`config.mk`:
```
export PLATFORM = sky130hd
export DESIGN_NAME = mwma_divider
export DESIGN_NICKNAME = d
export VERILOG_FILES = /design/src/mwma_pkg.sv /design/src/mwma_divider.sv
export VERILOG_INCLUDE_DIRS = /design/src /design/src/src
export SDC_FILE = /design/constraint.sdc
export NUM_CORES = 1
export LEC_CHECK = 0
export ABC_CLOCK_PERIOD_IN_PS = 9150
export BUFFER_PORTS_ARGS = -buffer_cell sky130_fd_sc_hd__buf_4
export CORE_MARGIN = 8
export CORE_UTILIZATION = 30
export CTS_BUF_LIST = sky130_fd_sc_hd__clkbuf_16
export DETAILED_ROUTE_END_ITERATION = 16
export SETUP_SLACK_MARGIN = 0.1
export SLEW_MARGIN = 20
export SYNTH_ARGS = -nofsm -noshare
export SYNTH_HDL_FRONTEND = slang
export SYNTH_SLANG_ARGS = --single-unit
export TNS_END_PERCENT = 5
```
`constraint.sdc`:
```
create_clock -name clk -period 9.15 [get_ports clk]
set_input_delay 0.4575 -clock clk [delete_from_list [all_inputs] [get_ports clk]]
set_output_delay 0.4575 -clock clk [all_outputs]
set_load 0.005 [all_outputs]
```
`src/multi_window_moving_average_assert.svh`:
```
// assertion macros shared by the moving average block
`ifndef MULTI_WINDOW_MOVING_AVERAGE_ASSERT_SVH
`define MULTI_WINDOW_MOVING_AVERAGE_ASSERT_SVH

// same-cycle implication, masked during reset
`define MWMA_ASSERT_NOW(lbl, clk, rstn, ante, cons) \
	lbl: assert property (@(posedge clk) disable iff (!(rstn)) (ante) |-> (cons)) \
		else $error("mwma check failed");

// next-cycle implication, masked during reset
`define MWMA_ASSERT_NEXT(lbl, clk, rstn, ante, cons) \
	lbl: assert property (@(posedge clk) disable iff (!(rstn)) (ante) |=> (cons)) \
		else $error("mwma check failed");

`endif

```
`src/mwma_pkg.sv`:
```
`timescale 1ns / 1ps
`default_nettype none

package mwma_pkg;

	localparam int MAX_WINDOW  = 256;
	localparam int NUM_WINDOWS = 4;
	localparam int FRAC_BITS   = 8;

	// fixed by the register map and the result beat
	localparam int NUM_REGS = 4;
	localparam int SAMPLE_W = 32;
	localparam int PER_W    = 9;
	localparam int AVG_W    = 40;
	localparam int SUM_W    = 40;

	localparam int PTR_W  = $clog2(MAX_WINDOW);
	localparam int SEEN_W = $clog2(MAX_WINDOW + 1);
	localparam int HIST_W = SAMPLE_W + 1;
	localparam int WIN_W  = $clog2(NUM_REGS);

	localparam int APB_DATA_W = 32;
	localparam int APB_ADDR_W = $clog2(NUM_REGS * 4);
	localparam int REG_IDX_W  = APB_ADDR_W - 2;

	// divider: quotient bits retired per cycle
	localparam int DVD_W     = SUM_W + FRAC_BITS;
	localparam int DIV_BITS  = 2;
	localparam int DIV_STEPS = (DVD_W + DIV_BITS - 1) / DIV_BITS;
	localparam int DVD_PAD_W = DIV_STEPS * DIV_BITS;
	localparam int DIV_CNT_W = $clog2(DIV_STEPS);

	typedef logic [PER_W-1:0] period_t;

	localparam logic [REG_IDX_W-1:0] REG_PERIOD_0 = REG_IDX_W'(0);
	localparam logic [REG_IDX_W-1:0] REG_PERIOD_1 = REG_IDX_W'(1);
	localparam logic [REG_IDX_W-1:0] REG_PERIOD_2 = REG_IDX_W'(2);
	localparam logic [REG_IDX_W-1:0] REG_PERIOD_3 = REG_IDX_W'(3);

	localparam period_t PERIOD_0_RESET = PER_W'(5);
	localparam period_t PERIOD_1_RESET = PER_W'(20);
	localparam period_t PERIOD_2_RESET = PER_W'(60);
	localparam period_t PERIOD_3_RESET = PER_W'(120);

	typedef struct packed {
		logic             start;
		logic [DVD_W-1:0] dividend;
		period_t          divisor;
	} div_req_t;

	typedef struct packed {
		logic busy;
		logic done;
	} div_stat_t;

endpackage

`default_nettype wire

```
`src/mwma_divider.sv`:
```
`timescale 1ns / 1ps
`default_nettype none

`include "multi_window_moving_average_assert.svh"

module mwma_divider (
	input  wire logic                         clk,
	input  wire logic                         arst_n,
	input  wire mwma_pkg::div_req_t           req,
	output mwma_pkg::div_stat_t               stat,
	output logic      [mwma_pkg::AVG_W-1:0]   quotient
);

	localparam int REM_W = mwma_pkg::PER_W;

	logic [REM_W-1:0]                   rem_q;
	logic [mwma_pkg::DVD_PAD_W-1:0]     quo_q;
	mwma_pkg::period_t                  divr_q;
	logic [mwma_pkg::DIV_CNT_W-1:0]     cnt_q;
	logic                               busy_q;
	logic                               done_q;

	logic [REM_W-1:0]                   rem_c;
	logic [mwma_pkg::DVD_PAD_W-1:0]     quo_c;
	logic [REM_W:0]                     trial;

	// restoring division, DIV_BITS quotient bits per cycle; the dividend
	// shifts out of the top of quo while quotient bits shift in at the bottom
	always_comb begin
		rem_c = rem_q;
		quo_c = quo_q;
		trial = '0;
		for (int j = 0; j < mwma_pkg::DIV_BITS; j++) begin
			trial = {rem_c, quo_c[mwma_pkg::DVD_PAD_W-1]};
			quo_c = {quo_c[mwma_pkg::DVD_PAD_W-2:0], 1'b0};
			if (trial >= {1'b0, divr_q}) begin
				trial    = trial - {1'b0, divr_q};
				quo_c[0] = 1'b1;
			end
			rem_c = trial[REM_W-1:0];
		end
	end

	always_ff @(posedge clk or negedge arst_n) begin
		if (!arst_n) begin
			busy_q <= 1'b0;
			done_q <= 1'b0;
			cnt_q  <= '0;
		end else begin
			done_q <= 1'b0;
			if (busy_q) begin
				if (cnt_q == '0) begin
					busy_q <= 1'b0;
					done_q <= 1'b1;
				end else begin
					cnt_q <= cnt_q - 1'b1;
				end
			end else if (req.start) begin
				busy_q <= 1'b1;
				cnt_q  <= mwma_pkg::DIV_CNT_W'(mwma_pkg::DIV_STEPS - 1);
			end
		end
	end

	always_ff @(posedge clk) begin
		if (busy_q) begin
			rem_q <= rem_c;
			quo_q <= quo_c;
		end else if (req.start) begin
			rem_q  <= '0;
			quo_q  <= mwma_pkg::DVD_PAD_W'(req.dividend);
			divr_q <= req.divisor;
		end
	end

	assign stat.busy = busy_q;
	assign stat.done = done_q;
	assign quotient  = quo_q[mwma_pkg::AVG_W-1:0];

	`MWMA_ASSERT_NEXT(a_start_busy, clk, arst_n, req.start && !busy_q, busy_q)
	`MWMA_ASSERT_NOW(a_done_idle, clk, arst_n, done_q, !busy_q)
	`MWMA_ASSERT_NEXT(a_busy_holds, clk, arst_n, busy_q && (cnt_q != '0), busy_q && !done_q)

endmodule

`default_nettype wire

```
## Word level (Yosys, flattened, before mapping)

Index checks and enable logic that the tools add are counted.

- Register bits: 73
- Input bits: 60
- Output and inout bits: 42

- $add $sub $neg: 3
- $lt $le $gt $ge: 2
- Equality and inequality tests: 1
- Multiplexer cells: 16
- Bitwise operators: 1
- Reduce and logical (&&, ||, !) cells: 4

Operators with widths:

| kind | number |
|---|---|
| $mux W48 | 2 |
| $mux W9 | 4 |
| $ge A10 B9 Y1 | 2 |
| $sub A9 B9 Y9 | 2 |
| $mux W5 | 3 |
| $mux W1 | 7 |
| $logic_not A5 Y1 | 1 |
| $sub A5 B1 Y5 const B | 1 |
| $reduce_and A2 Y1 | 2 |
| $ne A2 B2 Y1 const B | 1 |
| $reduce_bool A2 Y1 | 1 |
| $not A1 Y1 | 1 |

## Depth between registers and ports, before layout

- Depth in word-level cells: 5
- Gate-level depth with buffers: 19

## Worst setup path after synthesis

OpenSTA, ideal clock, no wires.

- Path type: register to register
- Start: register quo_q[47] (netlist name)
- End: register rem_q[3], data pin
- Arrival: 3.384 ns
- Data required time: 8.881 ns
- Setup slack: 5.497 ns
- Cell stages (with the launch flop): 18
- Buffers on the path: 2
- Clock period less this slack: 3.653 ns
- Cell sequence: edfxtp_1 inv_1 ha_1 inv_1 fa_1 nand3_1 and3_1 o21a_4 buf_6 mux2_4 ha_1 a21oi_2 a21oi_1 o31ai_1 o211ai_2 buf_6 mux2i_1 nor2_1

- Word-level cells in the longest chain between the ends: 5
- Elaborated cells on any way between the ends: 7
- Those cells by class: add/sub: 2; order compare: 2; mux: 3

Ends and longest elaborated chain:

| element | line | RTL |
|---|---|---|
| from (decl) | mwma_divider.sv:17 | `logic [mwma_pkg::DVD_PAD_W-1:0] quo_q;` |
| from (signal assigned) | mwma_divider.sv:68 | `quo_q <= quo_c;` |
| from (signal assigned) | mwma_divider.sv:71 | `quo_q <= mwma_pkg::DVD_PAD_W'(req.dividend);` |
| $sub A9 B9 Y9 or $ge A10 B9 Y1 (tied branches) | mwma_divider.sv:37, mwma_divider.sv:36 |  |
| $mux W9 (*) | mwma_divider.sv:36 | `if (trial >= {1'b0, divr_q}) begin` |
| $sub A9 B9 Y9 or $ge A10 B9 Y1 (tied branches) | mwma_divider.sv:37, mwma_divider.sv:36 |  |
| $mux W9 (*) | mwma_divider.sv:36 |  |
| $mux W9 (*) | mwma_divider.sv:66 | `if (busy_q) begin` |
| to (signal assigned) | mwma_divider.sv:67 | `rem_q <= rem_c;` |
| to (decl) | mwma_divider.sv:16 | `logic [REM_W-1:0] rem_q;` |

Every way passes the cells marked *; elsewhere a longest branch is shown, timed or not.
A chain may end at the register's enable or synchronous reset.

## Final worst setup path

- Start: register rem_q[4]
- End: register quo_q[0] (netlist name), data pin

- Word-level cells in the longest chain between the ends: 5
- Elaborated cells on any way between the ends: 6
- Those cells by class: add/sub: 1; order compare: 2; mux: 3

Ends and longest elaborated chain:

| element | line |
|---|---|
| $sub A9 B9 Y9 or $ge A10 B9 Y1 (tied branches) | mwma_divider.sv:37, mwma_divider.sv:36 |
| $mux W9 (*) | mwma_divider.sv:36 |
| $ge A10 B9 Y1 (*) | mwma_divider.sv:36 |
| $mux W1 (*) | mwma_divider.sv:36 |
| $mux W48 (*) | mwma_divider.sv:66 |

Marks and branches as above.

==> impl_metrics.xml <==
<?xml version="1.0" encoding="UTF-8"?>
<metrics>
  <group name="place">
    <metric name="place_area" unit="um2">5000</metric>
    <metric name="post-place-ws" unit="ns">4.98</metric>
    <metric name="dpl.hpwl" unit="um">7210</metric>
    <metric name="placed_cells" unit="">584</metric>
    <metric name="gpl.final_weighted_congestion" unit="">0.881</metric>
    <metric name="port_buffers" unit="">101</metric>
  </group>
  <group name="clocking">
    <metric name="cts_hold_buf" unit="">1</metric>
    <metric name="clk_latency" unit="ns">0.33</metric>
    <metric name="count_of_buffers_added_by_post_cts_timing_repair_for_setup" unit="">0</metric>
    <metric name="cts_max_level" unit="">3</metric>
    <metric name="clock_tree.buffer_depth" unit="">2</metric>
    <metric name="clock_buffers_created_by_tritoncts" unit="">9</metric>
    <metric name="clock_tree_from_tritoncts" unit="">yes</metric>
    <metric name="clkSinkCount" unit="">73</metric>
    <metric name="clkSlewWorstSetupHoldPaths" unit="ns">0.06</metric>
    <metric name="root_buffer" unit="">sky130_fd_sc_hd__clkbuf_16</metric>
    <metric name="post_cts_resized" unit="">0</metric>
  </group>
  <group name="power_and_ir_drop">
    <metric name="leakage" unit="nW">2.19</metric>
    <metric name="ir_drop" unit="mV">0.199</metric>
    <metric name="power_per_cell_area" unit="nW/um2">413</metric>
    <metric name="fin_total_pwr" unit="mW">2.19</metric>
  </group>
  <group name="die">
    <metric name="ios" unit="">102</metric>
    <metric name="die_w" unit="um">137</metric>
    <metric name="floorplan.die_area" unit="um2">18600</metric>
    <metric name="chipHeight" unit="um">137</metric>
    <metric name="placeableCoreArea" unit="um2">14400</metric>
    <metric name="start_util" unit="">0.303</metric>
    <metric name="floorplan.rows" unit="">44</metric>
  </group>
  <group name="timing">
    <metric name="tns" unit="ns">0</metric>
    <metric name="grt_setup_unrepaired" unit="">false</metric>
    <metric name="finalHoldViolations" unit="">0</metric>
    <metric name="worst_path_setup_slack_after_routing" unit="ns">4.96</metric>
    <metric name="actual_transition_at_the_worst_max_transition_pin" unit="ns">0.766</metric>
    <metric name="max_slew_vio_count" unit="">0</metric>
    <metric name="final.setup_skew" unit="ns">0.00689</metric>
    <metric name="slew_headroom" unit="">0.489</metric>
    <metric name="timing.fmax" unit="MHz">239</metric>
    <metric name="fin_crit_sh" unit="">0.458</metric>
    <metric name="setup_violations" unit="">0</metric>
    <metric name="layout_min_cycle_time" unit="ns">4.19</metric>
  </group>
  <group name="setup_path">
    <metric name="worstReg2RegEnd" unit="">quo_q[0]</metric>
    <metric name="timing.critical_path.buf_inv" unit="">0</metric>
    <metric name="crit_family" unit="">compound AO/OA/AOI/OAI gates</metric>
    <metric name="setup.worst_path.end_class" unit="">register</metric>
    <metric name="r2r_setup_slack" unit="ns">4.96</metric>
    <metric name="timing.reg2reg.worst_path_depth" unit="">12</metric>
    <metric name="timing.critical_path.arrival" unit="ns">4.27</metric>
    <metric name="timing.critical_path.from" unit="">rem_q[4]</metric>
    <metric name="largest_stage_delay_on_the_critical_path" unit="ns">0.44</metric>
    <metric name="critical-path-top-cell-by-count" unit="">sky130_fd_sc_hd__ha_1</metric>
    <metric name="critical_path.startpoint_type" unit="">register</metric>
    <metric name="critical_path.reg2reg.startpoint" unit="">rem_q[4]</metric>
    <metric name="critPathKind" unit="">reg -&gt; reg</metric>
    <metric name="cell_with_the_biggest_individual_delay_on_the_critical_path" unit="">sky130_fd_sc_hd__ha_1</metric>
    <metric name="critical_path_peak_fanout" unit="">13</metric>
    <metric name="cp_data_required_time" unit="ns">9.23</metric>
    <metric name="critical_path.cell_chain" unit="">ha_1, a21o_1, a221oi_2, o21a_4, mux2_4, ha_1, a21oi_2, a21oi_1, o31ai_1, o211ai_2, or2_1, o21a_1</metric>
  </group>
  <group name="synthesis">
    <metric name="synth_flop_cell" unit="">sky130_fd_sc_hd__edfxtp_1</metric>
    <metric name="yosysSeqAreaShare" unit="">0.495</metric>
    <metric name="synthDistinctLibCells" unit="">55</metric>
    <metric name="yosysWarnings" unit="">0</metric>
    <metric name="post_synth_instance_area" unit="um2">4360</metric>
    <metric name="post_synthesis_async_set_or_reset_flop_share" unit="">0.0959</metric>
    <metric name="number_of_flops_mapped_to_enable_cells_by_yosys" unit="">66</metric>
    <metric name="post_synth.cell_area_avg" unit="um2">12.5</metric>
    <metric name="synth_seq_cells" unit="">73</metric>
    <metric name="synth_cells" unit="">348</metric>
    <metric name="synth.net_count" unit="">430</metric>
  </group>
  <group name="route">
    <metric name="drt-total-wl" unit="um">9560</metric>
    <metric name="via_count" unit="">2866</metric>
    <metric name="antenna_left" unit="">0</metric>
    <metric name="vias_per_cell" unit="">4.77</metric>
    <metric name="dr.first_iter.drc_count" unit="">137</metric>
    <metric name="drt_pre_antenna_iters" unit="">4</metric>
    <metric name="drc" unit="">0</metric>
    <metric name="wire_length_per_cell_after_detailed_routing" unit="um">15.9</metric>
  </group>
  <group name="final_layout">
    <metric name="register_area" unit="um2">2160</metric>
    <metric name="syn2layout_area_growth" unit="%">21.3</metric>
    <metric name="multiInputGateArea" unit="um2">1760</metric>
    <metric name="final_net_count" unit="">494</metric>
    <metric name="fillCellCount" unit="">1362</metric>
    <metric name="drive_above_1_share" unit="">0.436</metric>
    <metric name="finish.cell_count_without_fillers" unit="">601</metric>
    <metric name="num_antenna_cells" unit="">0</metric>
    <metric name="layout.cell_area.non_filler" unit="um2">5290</metric>
  </group>
  <group name="status">
    <metric name="outcome" unit="">finished clean</metric>
  </group>
  <group name="global_route">
    <metric name="globalRouteOverflowTotal" unit="">0</metric>
    <metric name="grt_max_degree" unit="">58</metric>
    <metric name="initial_antenna_violation_count" unit="">0</metric>
    <metric name="grt_pass1_wl" unit="um">15100</metric>
    <metric name="global_route.usage.total" unit="">0.102</metric>
    <metric name="number_of_global_route_vias_before_repair" unit="">3108</metric>
  </group>
  <group name="min_path">
    <metric name="hold_path_depth" unit="">1</metric>
    <metric name="launch_instance_of_the_worst_min_delay_path" unit="">req[3]</metric>
    <metric name="timing.hold.worst_endpoint" unit="">divr_q[3]</metric>
    <metric name="min-delay-path-class" unit="">in -&gt; reg</metric>
  </group>
  <group name="flow_run">
    <metric name="drv_cap" unit="">0</metric>
  </group>
</metrics>
==> cells in the mapped netlist, drive strengths merged, types with 2 or more instances <==
library cell / count / area, um2
fa: 2 / 40.0
a21boi: 3 / 22.5
nor2b: 3 / 18.8
a22oi: 2 / 15.0
nor3: 9 / 45.0
mux2i: 7 / 70.1
nor2: 19 / 76.3
a21oi: 11 / 58.8
edfxtp: 66 / 1980
ha: 20 / 250
or4: 2 / 15.0
mux2: 49 / 559
o211ai: 5 / 42.5
nand3: 3 / 27.5
o31ai: 4 / 35.0
a211oi: 5 / 52.6
and2: 4 / 25.0
a21o: 2 / 15.0
o21a: 5 / 45.0
a221oi: 2 / 30.0
buf: 50 / 362
and3: 2 / 17.5
o2111ai: 2 / 17.5
a31oi: 3 / 18.8
nand2: 9 / 33.8
nand4: 5 / 31.3
o21ai: 5 / 25.0
or2: 4 / 25.0
nand3b: 2 / 15.0
xor2: 4 / 35.0
xnor2: 5 / 43.8
dfrtp: 7 / 175
inv: 20 / 75.1
==> flip-flops by register name, indices dropped and copies added (netlist names) <==
name	cells
divr_q	9
quo_q	48
cnt_q	5
done_q	1
busy_q	1
rem_q	9
==> layer usage <==
metal,part of all wire,up-vias,GRT usage,wire (um)
met2,0.49,91,0.168,4700
met5,0,-,0,0
met4,0.015,0,0.0390,141
li1,-,1377,-,-
met1,0.41,1384,0.114,3890
met3,0.087,14,0.0470,830
==> area by class of cell <==
cell class                 instances  share of cell area
inverter                          20              0.0142
multi-input combinational        204               0.333
sequential                        73               0.408
timing repair buffer             104               0.148
clock inverter                     7              0.0104
clock buffer                       9              0.0426
tap                              184              0.0436
==> power breakdown <==
| group | internal (mW) | switching [mW] | total (mW) |
|---|---|---|---|
| Sequential | 0.599 | 0.0890 | 0.688 |
| Clock | 0.206 | 0.126 | 0.332 |
| Combinational | 0.590 | 0.576 | 1.17 |
| Total | 1.39 | 0.791 | 2.19 |
==> metrics by stage <==
step / util / hold WS [ns]
floorplan: - / 0.162
global placement: 0.348 / 0.274
detailed placement: 0.348 / 0.281
CTS: 0.368 / 0.298
global route: 0.368 / 0.297
finish: 0.368 / 0.308
==> cells in the final DEF, fill, tap and decap left out, types with 5 or more instances in the layout <==
| master | count |
|---|---|
| sky130_fd_sc_hd__buf_4 | 103 |
| sky130_fd_sc_hd__dfrtp_1 | 6 |
| sky130_fd_sc_hd__nand2_1 | 9 |
| sky130_fd_sc_hd__nor3_1 | 9 |
| sky130_fd_sc_hd__xnor2_1 | 5 |
| sky130_fd_sc_hd__inv_1 | 23 |
| sky130_fd_sc_hd__mux2i_1 | 7 |
| sky130_fd_sc_hd__edfxtp_1 | 66 |
| sky130_fd_sc_hd__ha_1 | 20 |
| sky130_fd_sc_hd__a21oi_1 | 10 |
| sky130_fd_sc_hd__clkbuf_16 | 9 |
| sky130_fd_sc_hd__mux2_2 | 47 |
| sky130_fd_sc_hd__nor2_1 | 17 |
| sky130_fd_sc_hd__nand4_1 | 5 |
==> worst max path at each step <==
stage	end	cells past startpoint
2_1_floorplan	rem_q[3]	17
3_3_place_gp	quo_q[0]	12
3_5_place_dp	quo_q[0]	12
4_1_cts	quo_q[0]	12
5_1_grt	quo_q[0]	15
6_report	quo_q[0]	12
==> cell families after synthesis <==
family | count (synthesis) | share of synthesized area
compound gates | 51 | 0.0925
buf+inv | 71 | 0.101
fa+ha+maj | 22 | 0.0666
flops | 73 | 0.495
xor+xnor | 9 | 0.0181
mux | 56 | 0.144
simple gates | 66 | 0.0821
(Power assumes the default switching activity.)
