### src/multi_window_moving_average_assert.svh
// assertion macros shared by the moving average block
`ifndef MULTI_WINDOW_MOVING_AVERAGE_ASSERT_SVH
`define MULTI_WINDOW_MOVING_AVERAGE_ASSERT_SVH

// same-cycle implication, masked during reset
`define MWMA_ASSERT_NOW(lbl, clk, rstn, ante, cons) \
	lbl: assert property (@(posedge clk) disable iff (!(rstn)) (ante) |-> (cons)) \
		else $error("mwma check failed");

// next-cycle implication, masked during reset
`define MWMA_ASSERT_NEXT(lbl, clk, rstn, ante, cons) \
	lbl: assert property (@(posedge clk) disable iff (!(rstn)) (ante) |=> (cons)) \
		else $error("mwma check failed");

`endif

### src/mwma_pkg.sv
`timescale 1ns / 1ps
`default_nettype none

package mwma_pkg;

	localparam int MAX_WINDOW  = 256;
	localparam int NUM_WINDOWS = 4;
	localparam int FRAC_BITS   = 8;

	// fixed by the register map and the result beat
	localparam int NUM_REGS = 4;
	localparam int SAMPLE_W = 32;
	localparam int PER_W    = 9;
	localparam int AVG_W    = 40;
	localparam int SUM_W    = 40;

	localparam int PTR_W  = $clog2(MAX_WINDOW);
	localparam int SEEN_W = $clog2(MAX_WINDOW + 1);
	localparam int HIST_W = SAMPLE_W + 1;
	localparam int WIN_W  = $clog2(NUM_REGS);

	localparam int APB_DATA_W = 32;
	localparam int APB_ADDR_W = $clog2(NUM_REGS * 4);
	localparam int REG_IDX_W  = APB_ADDR_W - 2;

	// divider: quotient bits retired per cycle
	localparam int DVD_W     = SUM_W + FRAC_BITS;
	localparam int DIV_BITS  = 2;
	localparam int DIV_STEPS = (DVD_W + DIV_BITS - 1) / DIV_BITS;
	localparam int DVD_PAD_W = DIV_STEPS * DIV_BITS;
	localparam int DIV_CNT_W = $clog2(DIV_STEPS);

	typedef logic [PER_W-1:0] period_t;

	localparam logic [REG_IDX_W-1:0] REG_PERIOD_0 = REG_IDX_W'(0);
	localparam logic [REG_IDX_W-1:0] REG_PERIOD_1 = REG_IDX_W'(1);
	localparam logic [REG_IDX_W-1:0] REG_PERIOD_2 = REG_IDX_W'(2);
	localparam logic [REG_IDX_W-1:0] REG_PERIOD_3 = REG_IDX_W'(3);

	localparam period_t PERIOD_0_RESET = PER_W'(5);
	localparam period_t PERIOD_1_RESET = PER_W'(20);
	localparam period_t PERIOD_2_RESET = PER_W'(60);
	localparam period_t PERIOD_3_RESET = PER_W'(120);

	typedef struct packed {
		logic             start;
		logic [DVD_W-1:0] dividend;
		period_t          divisor;
	} div_req_t;

	typedef struct packed {
		logic busy;
		logic done;
	} div_stat_t;

endpackage

`default_nettype wire

### src/mwma_cfg_regs.sv
`timescale 1ns / 1ps
`default_nettype none

module mwma_cfg_regs (
	input  wire logic                              clk,
	input  wire logic                              arst_n,
	input  wire logic                              psel,
	input  wire logic                              penable,
	input  wire logic                              pwrite,
	input  wire logic [mwma_pkg::APB_ADDR_W-1:0]   paddr,
	input  wire logic [mwma_pkg::APB_DATA_W-1:0]   pwdata,
	output logic      [mwma_pkg::APB_DATA_W-1:0]   prdata,
	output logic                                   pready,
	output mwma_pkg::period_t                      period [mwma_pkg::NUM_REGS]
);

	mwma_pkg::period_t                period_q [mwma_pkg::NUM_REGS];
	logic [mwma_pkg::REG_IDX_W-1:0]  idx;
	logic                            wr_en;

	assign pready = 1'b1;
	assign idx    = paddr[mwma_pkg::APB_ADDR_W-1:2];
	assign wr_en  = psel && penable && pwrite && pready;

	always_ff @(posedge clk or negedge arst_n) begin
		if (!arst_n) begin
			period_q[mwma_pkg::REG_PERIOD_0] <= mwma_pkg::PERIOD_0_RESET;
			period_q[mwma_pkg::REG_PERIOD_1] <= mwma_pkg::PERIOD_1_RESET;
			period_q[mwma_pkg::REG_PERIOD_2] <= mwma_pkg::PERIOD_2_RESET;
			period_q[mwma_pkg::REG_PERIOD_3] <= mwma_pkg::PERIOD_3_RESET;
		end else if (wr_en && (32'(idx) < mwma_pkg::NUM_REGS)) begin
			period_q[idx] <= pwdata[mwma_pkg::PER_W-1:0];
		end
	end

	always_comb begin
		prdata = '0;
		if (32'(idx) < mwma_pkg::NUM_REGS) begin
			prdata = mwma_pkg::APB_DATA_W'(period_q[idx]);
		end
	end

	assign period = period_q;

endmodule

`default_nettype wire

### config.mk
export PLATFORM = sky130hd
export DESIGN_NAME = mwma_cfg_regs
export DESIGN_NICKNAME = d
export VERILOG_FILES = /design/src/multi_window_moving_average_assert.svh /design/src/mwma_pkg.sv /design/src/mwma_cfg_regs.sv
export SDC_FILE = /design/constraint.sdc
export NUM_CORES = 1
export LEC_CHECK = 0
export BUFFER_PORTS_ARGS = -buffer_cell sky130_fd_sc_hd__buf_2
export CAP_MARGIN = 20
export CORE_MARGIN = 8
export CORE_UTILIZATION = 47
export CTS_CLUSTER_DIAMETER = 200
export CTS_CLUSTER_SIZE = 8
export DETAILED_ROUTE_END_ITERATION = 8
export PLACE_DENSITY_LB_ADDON = 0.25
export SYNTH_ARGS = -nofsm -noshare
export SYNTH_HDL_FRONTEND = slang
export SYNTH_SLANG_ARGS = --single-unit
### constraint.sdc
create_clock -name clk -period 1.34 [get_ports clk]
set_input_delay 0.134 -clock clk [delete_from_list [all_inputs] [get_ports clk]]
set_output_delay 0.134 -clock clk [all_outputs]
set_load 0.01 [all_outputs]
* After elaboration in Yosys (flattened, before gate mapping)
Index checks and enable logic that the tools add are counted.
** Storage, ports and cells
- Register bits after elaboration :: 36
- Input bits :: 41
- Output and inout port bits :: 69
- Word-level logic and storage cells :: 16
** Operators by class
- Magnitude comparators :: 2
- Multiplexer cells :: 6
- Bitwise logic cells :: 1
- Reduce and logical (&&, ||, !) cells :: 3
** Operators by type and width (count)
- $bwmux W36 :: 1
- $mux W9 :: 3
- $bmux W9 S2 :: 1
- $demux W9 S2 :: 1
- $ge A3 B3 Y1 const B :: 1
- $logic_and A1 B1 Y1 :: 3
- $lt A3 B1 Y1 const B :: 1
- $not A2 Y3 :: 1

* Logic depth before layout (Yosys ltp)
Gate-level depths: netlist (run 1).
- Depth after elaboration :: 6
- Gate-level depth with buffers :: 5
- Gate-level depth less buffers :: 3

* Least setup slack after synthesis (run 1)
No wires, ideal clock.
- Path type :: input-to-reg
- From :: input paddr[2] (netlist name)
- To :: register period_q, in the netlist period[28]
- Library setup time :: 0.125 ns
- Arrival time :: 1.031 ns
- Required time :: 1.215 ns
- Path slack :: 0.184 ns
- Stages :: 4
- Path buffers :: 1
- Cell sequence :: and2b_2 > and4_1 > buf_2 > mux2_2
** Between the ends
- Word-level cells in the longest chain between the ends :: 6
- Elaborated cells between the ends (all ways) :: 7
- Classes of those cells :: 2 x order compare; 3 x mux; 1 x bitwise; 1 x reduce/logical
** RTL lines
- start, declared :: RTL line mwma_cfg_regs.sv:10 : input wire logic [mwma_pkg::APB_ADDR_W-1:0] paddr,
- $not A2 Y3 (implied by the code) (*) :: RTL line mwma_cfg_regs.sv:32 : period_q[idx] <= pwdata[mwma_pkg::PER_W-1:0];
- $ge A3 B3 Y1 (implied by the code) or $lt A3 B1 Y1 (tied branches) :: RTL line mwma_cfg_regs.sv:32
- $logic_and A1 B1 Y1 (implied by the code) :: RTL line mwma_cfg_regs.sv:32
- $mux W9 (implied by the code) :: RTL line mwma_cfg_regs.sv:32
- $demux W9 S2 (*) :: RTL line mwma_cfg_regs.sv:32
- $bwmux W36 (*) :: RTL line mwma_cfg_regs.sv:32
- end signal, assigned by index :: RTL line mwma_cfg_regs.sv:29 : period_q[mwma_pkg::REG_PERIOD_2] <= mwma_pkg::PERIOD_2_RESET;
- end signal, assigned by index :: RTL line mwma_cfg_regs.sv:30 : period_q[mwma_pkg::REG_PERIOD_3] <= mwma_pkg::PERIOD_3_RESET;
- end signal, assigned by index :: RTL line mwma_cfg_regs.sv:32
- end, declared :: RTL line mwma_cfg_regs.sv:17 : mwma_pkg::period_t period_q [mwma_pkg::NUM_REGS];
Mark *: on every way between the ends. The rest lies on a longest branch, timed or not.
A chain may end at the register's enable or synchronous reset.

* Worst setup path in the final report (run 1)
- From :: register period_q, in the netlist period[2]
- To :: output prdata[2] (netlist name)
** Between the ends
- Word-level cells in the longest chain between the ends :: 3
** RTL lines
- start signal, assigned by index :: RTL line mwma_cfg_regs.sv:27 : period_q[mwma_pkg::REG_PERIOD_0] <= mwma_pkg::PERIOD_0_RESET;
- start signal, assigned by index :: RTL line mwma_cfg_regs.sv:28 : period_q[mwma_pkg::REG_PERIOD_1] <= mwma_pkg::PERIOD_1_RESET;
- start signal, assigned by index :: RTL line mwma_cfg_regs.sv:29
- $bmux W9 S2 :: RTL line mwma_cfg_regs.sv:39 : prdata = mwma_pkg::APB_DATA_W'(period_q[idx]);
- $mux W9 (implied by the code) (2 in series) :: RTL line mwma_cfg_regs.sv:39
- end, declared :: RTL line mwma_cfg_regs.sv:12 : output logic [mwma_pkg::APB_DATA_W-1:0] prdata,
Every way passes these cells. The select of a mux whose other input is x is not followed.

==> results by group, run 1 <==
Timing
  • RSZ-0062 raised after global routing: yes
  • Final setup margin: -114 ps
  • Final-report max-slew violation count: 0
  • Final Cycle Share: 109%
  • Clk_skew: 0 ps
  • Max Clock Freq: between 0.6 and 0.7 GHz
  • Min Tclk post-route: 1450 ps
  • Fin Hold WS: between 100 and 150 ps
  • Final number of hold-violating endpoints: 0
  • Final setup viols: 9

Cells and area
  • Ant. Diodes: 0
  • Highest-count cells in the layout ignoring fill and taps: buf_2, buf_4, mux2_2
  • Synthesis-to-layout area growth: 34.0%
  • Core Util, Final: 64.4%
  • Commonest non-fill, non-tap cell in the layout: buf_2
  • Max FFs per register: 36
  • Layout cells sized above 1: about three quarters
  • # nets final: approximately 260

Yosys
  • Synth Warn #: 0
  • Syn avg cell area: 15.9 um^2
  • Post-Syn Area: roughly 1900 um^2
  • Mapped Cells: approximately 120
  • FF+latch count, synth: 36
  • Synth cell types: 16
  • Post-synthesis sequential area ratio: about half

Critical path
  • CP max-delay cell: mux4_2
  • Crit path launch type: register
  • Worst path buffer plus inverter count: 1
  • Crit path kind: register to primary output
  • Largest stage delay on the critical path: approximately 480 ps
  • CP max FO: 2
  • Critical path, cell by cell: mux4_2 > buf_6
  • Largest delay contributor family on the critical path: multiplexers
  • Arr. time, crit path: approximately 1300 ps
  • CP required: approximately 1200 ps
  • Crit. End Element: primary output

Global route
  • Global-route wire length before repair: 7.46 mm
  • GRT overflow: 0
  • Vias in the first global route: 1,439
  • Initial antenna violation count: 0
  • Total track usage: 15.4%
  • Largest net degree at the start of global routing: 21

Route
  • Residual DRC: 0
  • Routed WL: roughly 4.8 mm
  • Routed WL per cell: approximately 18 um
  • First-pass iteration count of the detailed router: 4
  • 1st-iter DRT viols: 55
  • Vias: about 1.3k
  • Vias per cell: between 4 and 5
  • Antenna viol nets, final: 0

Floorplan
  • Initial core utilization: 48.0%
  • Die height: 79.2 um
  • Core ar.: slightly below 4000 um^2
  • Die ar.: 6280 um^2
  • I/O pin total: 110
  • # rows: 23
  • Die W: just under 80 um

Placed design
  • GPL Wtd Cong: 0.649
  • Hpwl dp: 3.52 mm
  • Buffers on Ports: 60

CTS
  • CTS tree: built
  • Worst skew pair latency: about 280 ps
  • Clock-pin slew of the registers on the worst-case setup and hold paths: 80 ps
  • Clk buf depth: 2
  • Clock buffer count from CTS: 5
  • Clock root buffer: clkbuf_8
  • CTS Sinks: 36
  • CTS HTree Levels: 2

Power
  • Switching share of power: 29.2%
  • Leakage: approximately 1.3 nW
  • Gate power share: between 30% and 40%
  • Switching Power: ~1.1 mW
  • P_int: between 2 and 3 mW
  • Max VDD drop: around 0.00086 V
  • Flop pwr share: 39.9%
  • P per Cell Area: between 1500 and 2000 nW/um^2
  • Clock share of power: 23.6%

Hold path
  • Hold Crit Class: input port to register

Run status
  • Violated checks: setup timing
  • Status: finished with violations

Job
  • Max-cap check violation count: 0
power groups by stage:
| stage | clock, mW | sequential (mW) | combinational, mW |
|---|---|---|---|
| floorplan | 0 | 1.70 | 0.534 |
| global placement | 0 | 1.57 | 1.07 |
| detailed placement | 0 | 1.60 | 1.10 |
| CTS | 0.961 | 1.56 | 1.39 |
| global route | 0.995 | 1.60 | 1.55 |
| finish | 0.931 | 1.57 | 1.44 |
kinds of logic (layout without fill, tap and decap cells):
family	Yosys count	in the layout	share of synthesized area (%)
buffers and inverters	29	105	11.5
DFF	36	36	48.7
muxes	45	45	36.0
other	2	24	0.400
and+or+nand+nor	6	6	3.40
synthesized netlist by cell type:
master   count  area [um^2]
nand4_2      1         12.5
inv_1        1         3.75
dfrtp_1     24          601
buf_6        2         22.5
nand4_4      1         21.3
and2b_2      1         8.76
conb_1       2         7.51
or2_1        1         6.26
buf_4       24          180
mux2_4       9          135
and4_1       1         8.76
mux2_2      27          304
nor2_2       1         6.26
mux4_1       9          236
dfstp_2     12          315
buf_2        2         10.0
layout make-up:
| class | instances | area, um^2 |
|---|---|---|
| clock buffer | 5 | 68.8 |
| clock inverter | 3 | 42.5 |
| fill | 298 | 1400 |
| inverter | 1 | 3.75 |
| multi-input combinational | 75 | 796 |
| sequential | 36 | 916 |
| tap | 50 | 62.6 |
| timing repair buffer | 96 | 629 |
worst paths after layout:
kind	slack, ps	start	cells past startpoint	end
setup reg to reg	320	period[21]	3	period[21]
hold reg to reg	530	period[8]	1	period[8]
max in group asynchronous	490	arst_n	3	period[11]
hold / removal	110	pwdata[2]	2	period[2]
setup / recovery	-110	period[2]	2	prdata[2]
min in group asynchronous	310	arst_n	2	period[21]
stage by stage:
stage	setup TNS [ps]	instances	instance area, um^2	worst slack [ps]	power [mW]
after global placement	-176	235	2220	-36.4	2.65
after global routing	-1060	266	2520	-156	4.14
after CTS	-849	264	2480	-123	3.91
final	-746	266	2520	-114	3.94
after floorplan	0	140	1960	184	2.23
after detailed placement	-465	235	2220	-79.5	2.70
what timing repair did:
item / 4_1_cts / 5_1_grt
setup endpoints to repair: 9 / 9
setup buffers: 20 / 2
endpoints found under the hold margin: 8 / 0
resized for setup: 12 / 5
hold buffers: 1 / 0
routing by layer:
| layer | routed length, um | GRT usage (%) | vias to the layer above | part of all wire (%) |
|---|---|---|---|---|
| li1 | - | - | 567 | - |
| met3 | 482 | 5.30 | 9 | 10 |
| met4 | 70 | 5.00 | 0 | 1.5 |
| met5 | 0 | 0 | - | 0 |
| met2 | 2490 | 26.8 | 59 | 52 |
| met1 | 1770 | 17.1 | 656 | 37 |
Note: power is estimated with default switching activity, not from simulation.
==> run 2: changes to the inputs <==
- MAX_ROUTING_LAYER: default -> met4
- clock period: 1.34 -> 1.8 ns (I/O delays scaled with it)
==> results by group, run 2 (synthesized netlist as in run 1, its figures left out) <==
Hold path
  • Hold path startpoint: pwdata[5]
  • Hold Crit Class: input port to register

Critical path
  • Critical Path Start: period[9]
  • CP required: 1620 ps (+410 ps)
  • Worst r2r src: period[2]
  • Arr. time, crit path: 1340 ps (+20 ps)
  • CP max FO: 3 (+1)
  • Crit path kind: register to primary output
  • Crit path launch type: register
  • Crit. End Element: primary output

CTS
  • Clock-pin slew of the registers on the worst-case setup and hold paths: 80 ps (about the same)
  • Clock root buffer: clkbuf_8
  • CTS Sinks: 36 (unchanged)
  • CTS tree: built
  • CTS HTree Levels: 2 (unchanged)
  • Worst skew pair latency: 290 ps (about the same)
  • Clock buffer count from CTS: 5 (unchanged)
  • Clk buf depth: 2 (unchanged)

Timing
  • Min Tclk post-route: around 1500 ps
  • Max-slew headroom: between 40% and 50%
  • RSZ-0062 raised after global routing: no
  • Final Cycle Share: between 80% and 90%
  • Max Clock Freq: ~0.66 GHz
  • Final-report max-slew violation count: 0 (unchanged)
  • Clk_skew: 0 ps (unchanged)
  • Final number of hold-violating endpoints: 0 (unchanged)
  • Final setup TNS: 0 ps (+746 ps)
  • Final setup viols: 0 (-9)
  • Worst Tran Pin Value: roughly 780 ps

Global route
  • Initial antenna violation count: 0 (unchanged)
  • Total track usage: 13.3% (-2.0 points)
  • Global-route wire length before repair: 6.22 mm (-17%)
  • Largest net degree at the start of global routing: 37 (+76%)
  • GRT overflow: 0 (unchanged)
  • Vias in the first global route: 1,247 (-13%)

Cells and area
  • Highest-count cells in the layout ignoring fill and taps: buf_2, mux2_2, conb_1, dfrtp_1, dfstp_2
  • Max FFs per register: 36 (unchanged)
  • Layout cells sized above 1: 67.0% (-8.9 points)
  • Commonest non-fill, non-tap cell in the layout: buf_2
  • Synthesis-to-layout area growth: 21.2%
  • # nets final: 225 (-12%)
  • Ant. Diodes: 0 (unchanged)

Placed design
  • GPL Wtd Cong: 0.653 (+0.66%)
  • Buffers on Ports: 60 (unchanged)
  • Hpwl dp: 3.25 mm (-7.6%)

Route
  • 1st-iter DRT viols: 62 (+13%)
  • Routed WL: 4.18 mm (-13%)
  • First-pass iteration count of the detailed router: 4 (unchanged)
  • Vias per cell: 4.96 (+2.2%)
  • Vias: 1,166 (-9.7%)
  • Antenna viol nets, final: 0 (unchanged)
  • Residual DRC: 0 (unchanged)
  • Routed WL per cell: 17.8 um (-1.6%)

Power
  • Pwr Total: 2.73 mW (-31%)
  • Leakage: 1.17 nW (-8.9%)
  • P per Cell Area: 1200 nW/um^2 (-24%)
  • Max VDD drop: 0.000715 V (-17%)

Floorplan
  • Die W: 79.2 um (unchanged)
  • Core ar.: 3910 um^2 (unchanged)
  • Die height: 79.2 um (unchanged)
  • Die ar.: 6280 um^2 (unchanged)
  • Initial core utilization: 48.0% (unchanged)
  • I/O pin total: 110 (unchanged)
  • # rows: 23 (unchanged)

Job
  • Max-cap check violation count: 0 (unchanged)

Run status
  • Status: finished, final reports clean
==> run 2: path summary, 6_finish.rpt <==
check / slack (ps) / end / cells after the start
min in group asynchronous: 500 / period[0] / 2
setup / recovery: 280 / prdata[0] / 2
hold / removal: 150 / period[5] / 2
hold reg to reg: 520 / period[24] / 1
setup reg to reg: 1020 / period[2] / 1
max in group asynchronous: 800 / period[7] / 2
==> run 2: per-layer routing <==
layer	vias to the layer above	GRT usage, %	routed length (um)
met2	59	23.5	2150
met5	-	-	0
met3	6	4.97	389
met1	580	13.4	1610
met4	0	3.89	42
li1	521	-	-
==> run 2: where the power goes <==
| part | total (mW) | switching (mW) | internal, mW |
|---|---|---|---|
| clock network | 0.767 | 0.278 | 0.489 |
| registers | 1.18 | 0.133 | 1.04 |
| logic | 0.782 | 0.360 | 0.422 |
| total | 2.73 | 0.772 | 1.96 |
==> run 2: cell type report <==
type | instances | area [um^2]
tap | 50 | 62.6
inverter | 1 | 3.75
timing repair buffer | 65 | 340
multi-input combinational | 75 | 830
clock buffer | 7 | 96.3
sequential | 36 | 916
fill | 335 | 1640
clock inverter | 1 | 30.0
==> run 2: what timing repair did <==
action / in CTS / in global routing
buffers inserted: 0 / 0
setup endpoints to repair: 0 / 0
hold endpoints to repair: 18 / 0
hold buffers: 1 / 0
gates resized for setup: 0 / 0
==> run 2: critical path, cell delays in order (launching register included) <==
cell and delay [ps]:
dfrtp_1 400, mux4_1 500, buf_2 160
==> run 2: through the flow <==
step | hold slack [ps] | util (%) | cells | instance area (um^2) | setup slack (ps)
6_report | 149 | 58.2 | 235 | 2280 | 278
5_1_grt | 158 | 58.2 | 235 | 2280 | 217
4_1_cts | 145 | 58.2 | 235 | 2280 | 246
3_5_place_dp | 302 | 54.7 | 226 | 2140 | 242
3_3_place_gp | 289 | 54.7 | 226 | 2140 | 259
2_1_floorplan | -116 | - | 140 | 1960 | 598
